[config.mk]
export PLATFORM = sky130hd
export DESIGN_NAME = echo_line_editor
export DESIGN_NICKNAME = d
export VERILOG_FILES = /design/src/rtl/core/ele_pkg.sv /design/src/rtl/core/ele_front.sv /design/src/rtl/core/ele_queue.sv /design/src/rtl/core/ele_back.sv /design/src/rtl/core/echo_line_editor.sv
export SDC_FILE = /design/constraint.sdc
export NUM_CORES = 1
export LEC_CHECK = 0
export BUFFER_PORTS_ARGS = -buffer_cell sky130_fd_sc_hd__buf_2
export CAP_MARGIN = 20
export CORE_MARGIN = 2
export CORE_UTILIZATION = 55
export CTS_CLUSTER_SIZE = 10
export DETAILED_ROUTE_END_ITERATION = 10
export GPL_TIMING_DRIVEN = 0
export PLACE_DENSITY_LB_ADDON = 0.3
export SYNTH_ARGS = -nofsm -noshare
export SYNTH_HDL_FRONTEND = slang
export SYNTH_SLANG_ARGS = --single-unit
[constraint.sdc]
create_clock -name clk -period 8.6 [get_ports clk]
set_clock_uncertainty 0.2 [all_clocks]
set_input_delay 0.86 -clock clk [delete_from_list [all_inputs] [get_ports clk]]
set_output_delay 0.86 -clock clk [all_outputs]
set_load 0.01 [all_outputs]
[src/rtl/core/ele_pkg.sv]
// shared types and constants for the echo line editor
// no dependencies; imported by every module of the block
package ele_pkg;

  localparam int unsigned LINE_DEPTH = 256;
  localparam int unsigned CAP_W      = 9;
  localparam int unsigned CNT_W      = 8;

  localparam logic [7:0] BYTE_DEL = 8'd127;
  localparam logic [7:0] BYTE_CR  = 8'd13;
  localparam logic [7:0] BYTE_LF  = 8'd10;
  localparam logic [7:0] BYTE_BS  = 8'd8;
  localparam logic [7:0] BYTE_SP  = 8'd32;
  localparam logic [7:0] BYTE_NUL = 8'd0;

  // capacity saturates at the smaller of the store depth and 256
  localparam logic [CAP_W-1:0] CAP_MAX =
    (LINE_DEPTH > 256) ? CAP_W'(256) : CAP_W'(LINE_DEPTH);
  localparam logic [CAP_W-1:0] CAP_RESET = CAP_W'(256);

  typedef enum logic [1:0] {
    CMD_CHAR = 2'd0,
    CMD_CR   = 2'd1,
    CMD_DEL  = 2'd2
  } cmd_kind_t;

  typedef logic [1:0] step_t;

  localparam step_t STEP_FIRST  = 2'd0;
  localparam step_t STEP_SECOND = 2'd1;
  localparam step_t STEP_THIRD  = 2'd2;

  typedef struct packed {
    cmd_kind_t        kind;
    logic [7:0]       data;
    logic [CNT_W-1:0] count;
    logic             store;
  } cmd_t;

  typedef struct packed {
    logic full;
    logic empty;
  } q_status_t;

endpackage

[src/rtl/core/ele_front.sv]
// front end: takes received bytes, classifies them and keeps the character count
// depends on ele_pkg; feeds commands into ele_queue
module ele_front import ele_pkg::*; (
  input  logic             clk,
  input  logic             rst_n,
  input  logic             cfg_wr_en,
  input  logic [CAP_W-1:0] cfg_wr_data,
  input  logic             in_valid,
  output logic             in_ready,
  input  logic [7:0]       in_rx_byte,
  input  q_status_t        q_status,
  output logic             q_push,
  output cmd_t             q_cmd
);

  logic [CAP_W-1:0] cap_r;
  logic [CNT_W-1:0] count_r;
  logic [CNT_W-1:0] count_nxt;
  logic [CAP_W-1:0] cap_eff;
  logic             is_del;
  logic             is_cr;
  logic             fits;
  logic             accept;

  always_ff @(posedge clk) begin
    if (!rst_n) begin
      cap_r <= CAP_RESET;
    end else if (cfg_wr_en) begin
      cap_r <= cfg_wr_data;
    end
  end

  always_comb begin
    if (cap_r == '0) begin
      cap_eff = CAP_W'(1);
    end else if (cap_r > CAP_MAX) begin
      cap_eff = CAP_MAX;
    end else begin
      cap_eff = cap_r;
    end
  end

  assign is_del   = (in_rx_byte == BYTE_DEL);
  assign is_cr    = (in_rx_byte == BYTE_CR);
  assign fits     = ({1'b0, count_r} < (cap_eff - CAP_W'(1)));
  assign in_ready = !q_status.full;
  assign accept   = in_valid && in_ready;
  // delete on an empty line is taken but causes nothing
  assign q_push   = accept && !(is_del && (count_r == '0));

  always_comb begin
    q_cmd.data  = in_rx_byte;
    q_cmd.count = count_r;
    q_cmd.store = 1'b0;
    count_nxt   = count_r;
    if (is_del) begin
      q_cmd.kind = CMD_DEL;
      if (count_r != '0) begin
        count_nxt = count_r - CNT_W'(1);
      end
    end else if (is_cr) begin
      q_cmd.kind  = CMD_CR;
      q_cmd.store = 1'b1;
      count_nxt   = '0;
    end else begin
      q_cmd.kind  = CMD_CHAR;
      q_cmd.store = fits;
      if (fits) begin
        count_nxt = count_r + CNT_W'(1);
      end
    end
  end

  always_ff @(posedge clk) begin
    if (!rst_n) begin
      count_r <= '0;
    end else if (accept) begin
      count_r <= count_nxt;
    end
  end

endmodule

[src/rtl/core/ele_queue.sv]
// two-entry command queue between front and back end
// depends on ele_pkg
module ele_queue import ele_pkg::*; (
  input  logic      clk,
  input  logic      rst_n,
  input  logic      push,
  input  cmd_t      push_cmd,
  input  logic      pop,
  output cmd_t      head_cmd,
  output q_status_t status
);

  cmd_t       mem_r [2];
  logic       wr_ptr_r;
  logic       rd_ptr_r;
  logic [1:0] cnt_r;
  logic       do_push;
  logic       do_pop;

  assign status.full  = (cnt_r == 2'd2);
  assign status.empty = (cnt_r == 2'd0);
  assign do_push      = push && !status.full;
  assign do_pop       = pop && !status.empty;
  assign head_cmd     = mem_r[rd_ptr_r];

  always_ff @(posedge clk) begin
    if (do_push) begin
      mem_r[wr_ptr_r] <= push_cmd;
    end
  end

  always_ff @(posedge clk) begin
    if (!rst_n) begin
      wr_ptr_r <= 1'b0;
      rd_ptr_r <= 1'b0;
      cnt_r    <= 2'd0;
    end else begin
      if (do_push) begin
        wr_ptr_r <= !wr_ptr_r;
      end
      if (do_pop) begin
        rd_ptr_r <= !rd_ptr_r;
      end
      cnt_r <= cnt_r + {1'b0, do_push} - {1'b0, do_pop};
    end
  end

endmodule

[src/rtl/core/ele_back.sv]
// back end: expands each command into its echo items, one per cycle unless out_ready stalls
// depends on ele_pkg; drains ele_queue into the output register
module ele_back import ele_pkg::*; (
  input  logic             clk,
  input  logic             rst_n,
  input  cmd_t             head_cmd,
  input  q_status_t        q_status,
  output logic             q_pop,
  output logic             out_valid,
  input  logic             out_ready,
  output logic             out_echo_valid,
  output logic [7:0]       out_echo_byte,
  output logic             out_store_valid,
  output logic [7:0]       out_store_index,
  output logic [7:0]       out_store_byte,
  output logic             out_line_done,
  output logic [CAP_W-1:0] out_line_length,
  output logic             out_last
);

  step_t            step_r;
  step_t            step_nxt;
  logic             valid_r;
  logic [7:0]       echo_r;
  logic             sv_r;
  logic [7:0]       sidx_r;
  logic [7:0]       sbyte_r;
  logic             done_r;
  logic [CAP_W-1:0] len_r;
  logic             last_r;

  logic             load;
  logic             emit;
  logic [7:0]       echo_nxt;
  logic             sv_nxt;
  logic [7:0]       sidx_nxt;
  logic [7:0]       sbyte_nxt;
  logic             done_nxt;
  logic [CAP_W-1:0] len_nxt;
  logic             last_nxt;

  assign load  = !valid_r || out_ready;
  assign emit  = load && !q_status.empty;
  assign q_pop = emit && last_nxt;

  always_comb begin
    echo_nxt  = head_cmd.data;
    sv_nxt    = 1'b0;
    sidx_nxt  = '0;
    sbyte_nxt = '0;
    done_nxt  = 1'b0;
    len_nxt   = '0;
    last_nxt  = 1'b1;
    case (head_cmd.kind)
      CMD_CHAR: begin
        sv_nxt    = head_cmd.store;
        sidx_nxt  = head_cmd.store ? head_cmd.count : '0;
        sbyte_nxt = head_cmd.store ? head_cmd.data : '0;
      end
      CMD_CR: begin
        if (step_r == STEP_FIRST) begin
          echo_nxt  = BYTE_CR;
          sv_nxt    = 1'b1;
          sidx_nxt  = head_cmd.count;
          sbyte_nxt = BYTE_NUL;
          last_nxt  = 1'b0;
        end else begin
          echo_nxt = BYTE_LF;
          done_nxt = 1'b1;
          len_nxt  = {1'b0, head_cmd.count} + CAP_W'(1);
        end
      end
      CMD_DEL: begin
        // backspace, space, backspace rubs out the last character
        echo_nxt = (step_r == STEP_SECOND) ? BYTE_SP : BYTE_BS;
        last_nxt = (step_r == STEP_THIRD);
      end
      default: begin
        echo_nxt = head_cmd.data;
      end
    endcase
  end

  always_comb begin
    step_nxt = step_r;
    if (emit) begin
      step_nxt = last_nxt ? STEP_FIRST : step_r + step_t'(1);
    end
  end

  always_ff @(posedge clk) begin
    if (!rst_n) begin
      step_r  <= STEP_FIRST;
      valid_r <= 1'b0;
    end else begin
      step_r <= step_nxt;
      if (load) begin
        valid_r <= !q_status.empty;
      end
    end
  end

  always_ff @(posedge clk) begin
    if (emit) begin
      echo_r  <= echo_nxt;
      sv_r    <= sv_nxt;
      sidx_r  <= sidx_nxt;
      sbyte_r <= sbyte_nxt;
      done_r  <= done_nxt;
      len_r   <= len_nxt;
      last_r  <= last_nxt;
    end
  end

  assign out_valid       = valid_r;
  assign out_echo_valid  = 1'b1;
  assign out_echo_byte   = echo_r;
  assign out_store_valid = sv_r;
  assign out_store_index = sidx_r;
  assign out_store_byte  = sbyte_r;
  assign out_line_done   = done_r;
  assign out_line_length = len_r;
  assign out_last        = last_r;

endmodule

[src/rtl/core/echo_line_editor.sv]
// top level of the echo line editor: front end, command queue, back end
// depends on ele_pkg, ele_front, ele_queue, ele_back
//
//   port group   direction  handshake            payload
//   in_*         input      in_valid/in_ready    in_rx_byte
//   out_*        output     out_valid/out_ready  echo, store, line fields, last
//   cfg_*        input      cfg_wr_en            cfg_wr_data (line capacity)
//
// an ordinary byte gives one echo item, a carriage return two and a delete three;
// the back end emits one echo item per cycle unless out_ready stalls it
// the front end takes a new byte whenever the two-entry queue has room
// reset is synchronous; it clears the count, queue and output valid, and
// restores the capacity to 256
// a stall on out_ready holds the output register and backs up through the queue
module echo_line_editor import ele_pkg::*; (
  input  logic             clk,
  input  logic             rst_n,
  input  logic             cfg_wr_en,
  input  logic [CAP_W-1:0] cfg_wr_data,
  input  logic             in_valid,
  output logic             in_ready,
  input  logic [7:0]       in_rx_byte,
  output logic             out_valid,
  input  logic             out_ready,
  output logic             out_echo_valid,
  output logic [7:0]       out_echo_byte,
  output logic             out_store_valid,
  output logic [7:0]       out_store_index,
  output logic [7:0]       out_store_byte,
  output logic             out_line_done,
  output logic [CAP_W-1:0] out_line_length,
  output logic             out_last
);

  q_status_t q_status;
  logic      q_push;
  logic      q_pop;
  cmd_t      q_cmd;
  cmd_t      head_cmd;

  ele_front u_front (
    .clk         (clk),
    .rst_n       (rst_n),
    .cfg_wr_en   (cfg_wr_en),
    .cfg_wr_data (cfg_wr_data),
    .in_valid    (in_valid),
    .in_ready    (in_ready),
    .in_rx_byte  (in_rx_byte),
    .q_status    (q_status),
    .q_push      (q_push),
    .q_cmd       (q_cmd)
  );

  ele_queue u_queue (
    .clk      (clk),
    .rst_n    (rst_n),
    .push     (q_push),
    .push_cmd (q_cmd),
    .pop      (q_pop),
    .head_cmd (head_cmd),
    .status   (q_status)
  );

  ele_back u_back (
    .clk             (clk),
    .rst_n           (rst_n),
    .head_cmd        (head_cmd),
    .q_status        (q_status),
    .q_pop           (q_pop),
    .out_valid       (out_valid),
    .out_ready       (out_ready),
    .out_echo_valid  (out_echo_valid),
    .out_echo_byte   (out_echo_byte),
    .out_store_valid (out_store_valid),
    .out_store_index (out_store_index),
    .out_store_byte  (out_store_byte),
    .out_line_done   (out_line_done),
    .out_line_length (out_line_length),
    .out_last        (out_last)
  );

  // a finished line always closes its byte with a line feed
  a_done_last: assert property (@(posedge clk) disable iff (!rst_n)
    out_valid && out_line_done |-> out_last && (out_echo_byte == BYTE_LF))
    else $error("line_done without final line feed");

  // the terminator write comes with the carriage return echo and is never last
  a_term_write: assert property (@(posedge clk) disable iff (!rst_n)
    out_valid && out_store_valid && (out_echo_byte == BYTE_CR) |->
      (out_store_byte == BYTE_NUL) && !out_last)
    else $error("bad terminator write");

  // the length is only reported with a finished line
  a_len_zero: assert property (@(posedge clk) disable iff (!rst_n)
    out_valid && !out_line_done |-> (out_line_length == '0))
    else $error("line_length set outside a finished line");

  // a full queue must not accept a byte
  a_no_take_full: assert property (@(posedge clk) disable iff (!rst_n)
    q_status.full |-> !in_ready)
    else $error("byte taken while queue full");

endmodule

==> impl_metrics.toml <==
[outcome]
status = "completed"

[critical_path]
path_cells = "or4_4 > nor4_2 > o21ai_0 > ha_1 > clkbuf_2 > nand3b_1 > a32oi_1 > ha_1 > a2111oi_0 > o221ai_1 > o211a_2 > a21o_1 > buf_6 > o32ai_2"
crit_top_cell = "ha_1"
worst_setup_path_end_kind = "flop"
timing.rr.start = "u_front.cap_r[2]"
worstReg2RegEnd = "u_front.count_r[7]"
slowest_stage = "or4_4"
reg2reg_depth = 14
critPathRequiredTime_ns = 8.67
critical_path_class = "reg2reg"
cpLargestDelayFamily = "compound AO/OA/AOI/OAI gates"
cp_slowest_stage_delay_ns = 0.58
start_kind = "flop"
crit_fanout = 8
critPathBufInv = 2
arrival_ns = 4.03
reg2reg_slack_ns = 4.64

[finish]
diodes = 0
syn_to_final_growth_pct = 13.9
fin_nets = 498
multi_input_area_um2 = 1700
drive_gt1_frac = 0.203
nFillCells = 635
seq_area_um2 = 2720

[grt]
grt_max_degree = 30
grt_pass1_wl_um = 13100
antenna_found_initial = 0
track_usage = 0.190
globalRouteOverflowTotal = 0
grt_pass1_vias = 2761

[run]
drv_cap = 0

[synth]
synthTopCellsByArea = "edfxtp_1 48%, dfxtp_1 11%, mux2i_1 7.8%, ha_1 5.2%, nor2_1 4.3%"
ys_types = 55
synth_warnings = 0
syn_nets = 428
synth_most_common_cell = "edfxtp_1"
synth_cells = 387
ys_ff_latch = 99
syn_area_um2 = 4590
synth-edff-count = 74
ys_seq_area_frac = 0.593
post_synth.cell_area_avg_um2 = 11.9
synth_largest_area_cell = "edfxtp_1"
synth_flop_cell = "edfxtp_1"
synth_top_area_frac = 0.484
synth.top_cells.by_count = "74 x edfxtp_1, 52 x nor2_1, 36 x mux2i_1"
synthArstFlopShare = 0

[detailed_routing]
wl_per_cell_um = 14.4
drt_iter0_drc = 92
drc_errors = 0
dr.pass1.iters = 4
vias = 3085
ant_nets = 0
finalWirelength_um = 8190
vias_per_cell = 5.44

[cts]
cts_hold_buf = 0
cts-htree-levels = 3
clock_latency_ns = 0.36
clk_path_buf_depth = 2
cts-root-buf = "clkbuf_8"
cts_tree = "built"
clock_sinks = 99
cts_resized = 0
clk_pin_slew_ns = 0.09
cts_buffers = 9
cts_setup_buffers = 0

[power_and_ir_drop]
p_per_area_nw_per_um2 = 272
static-leakage-power_nw = 2.08
power_w = 0.00142
internal-power_w = 0.000950
p_switching_w = 0.000472
p_sw_frac = 0.332
ir_drop_mv = 0.104
pwr-share-comb = 0.318
clkPwrFrac = 0.190
pwr-share-seq = 0.492

[floorplan]
die_x_um = 95.4
start_util = 0.565
dieHeight_um = 95.4
fp.coreArea_um2 = 8130
die-area_um2 = 9100
io_pins = 61
rows = 33

[sta]
hold_ws_ns = 0.278
min_period_ns = 3.96
setup_viol = 0
rsz0062_at_grt = "no"
tightest_slew_ns = 0.908
fmax_ghz = 0.252
hold_viol = 0
finalMaxSlewViolations = 0
timing.final.ws_setup_ns = 4.64
maxSlewHeadroom = 0.395
fin_crit_sh = 0.461
setup_tns_ns = 0

[placed_design]
dp_slack_ns = 4.67
portBuffers = 57
gp_congestion = 0.835
hpwl_um = 5830

[min_path]
min_path_cells = 2
min_path_type = "reg2reg"
min_to = "u_back.step_r[1]"
min-delay-start = "u_back.step_r[1]"
## power by group through the flow
stage          Clock [W]  Sequential [W]  Combinational, W
6_report        0.000270        0.000700          0.000452
5_1_grt         0.000294        0.000711          0.000503
4_1_cts         0.000276        0.000702          0.000457
3_5_place_dp           0        0.000712          0.000456
3_3_place_gp           0        0.000709          0.000425
2_1_floorplan          0        0.000750          0.000261
## how the worst max path moves through the flow
stage | cells past startpoint | slack (ns) | from | endpoint
after floorplan | 14 | 5.11 | u_front.cap_r[2] | u_front.count_r[7]
after global placement | 13 | 4.78 | flop | u_queue.cnt_r[1]
after detailed placement | 14 | 4.67 | u_front.cap_r[2] | u_front.count_r[7]
after CTS | 14 | 4.62 | u_front.cap_r[2] | u_front.count_r[7]
after global routing | 14 | 4.41 | u_front.cap_r[2] | u_front.count_r[7]
final | 14 | 4.64 | u_front.cap_r[2] | u_front.count_r[7]
## tightest hold or removal path, cell delays in order, from the launching register on
cell,delay (ns)
dfxtp_1,0.34
nand2_1,0.06
a21oi_1,0.05
## cell families after synthesis
group / synth area share
buffers and inverters: 0.0371
multiplexers: 0.0809
adder cells (fa/ha/maj): 0.0518
flip-flops: 0.593
AO/OA/AOI/OAI: 0.0711
AND/OR/NAND/NOR: 0.139
XOR/XNOR: 0.0267
other: 0.000817
## layout make-up
cell class	instances	share of cell area
Clock buffer	9	0.0237
Multi-Input combinational cell	247	0.325
Buffer	18	0.0160
Inverter	23	0.0165
Timing Repair Buffer	59	0.0627
Sequential cell	99	0.521
Clock inverter	7	0.00981
Tap cell	105	0.0251
## metrics by stage
stage | cell area, µm² | utilization | instances
6_report | 5230 | 0.643 | 567
3_5_place_dp | 5050 | 0.621 | 551
2_1_floorplan | 4590 | - | 387
4_1_cts | 5230 | 0.643 | 567
5_1_grt | 5230 | 0.643 | 567
3_3_place_gp | 5010 | 0.616 | 549
## sequential cells by signal, summed over array words and instances, names as in the netlist, named ones only
| name | count |
|---|---|
| u_back.out_store_valid | 1 |
| u_back.out_line_length | 9 |
| u_back.step_r | 2 |
| u_back.out_store_index | 8 |
| u_front.cap_r | 9 |
| u_queue.cnt_r | 2 |
| u_back.out_line_done | 1 |
| u_back.out_store_byte | 8 |
| u_queue.mem_r | 38 |
| u_back.out_last | 1 |
| u_back.out_valid | 1 |
| u_queue.wr_ptr_r | 1 |
| u_front.count_r | 8 |
| u_back.out_echo_byte | 8 |
| u_queue.rd_ptr_r | 1 |
## cell usage in the layout (no fill, tap or decap), types with 2 or more instances in the layout
cell type,n
nand2b_1,5
clkbuf_1,10
o211ai_1,4
buf_1,2
a32oi_1,2
mux2i_1,36
nor2_1,51
dfxtp_1,25
inv_1,21
edfxtp_1,74
ha_1,19
nor4_1,2
a31oi_1,2
clkinvlp_4,3
nand3_1,6
buf_2,60
a21o_1,4
xnor2_1,8
clkinv_1,2
a221oi_1,2
a21oi_1,11
nand2_1,26
nand3b_1,5
o221ai_1,5
nor3_1,11
xor2_1,6
nand4_1,3
or2_2,3
and2_1,5
clkbuf_8,9
o21ai_0,5
nor2b_1,2
and3_1,3
## layer usage
metal,global-route usage,routed length (µm),vias up
li1,-,-,1531
met2,0.315,4020,91
met3,0.0261,510,7
met4,0.0786,85,0
met1,0.253,3570,1456
met5,0,0,-
(Power assumes the default switching activity.)
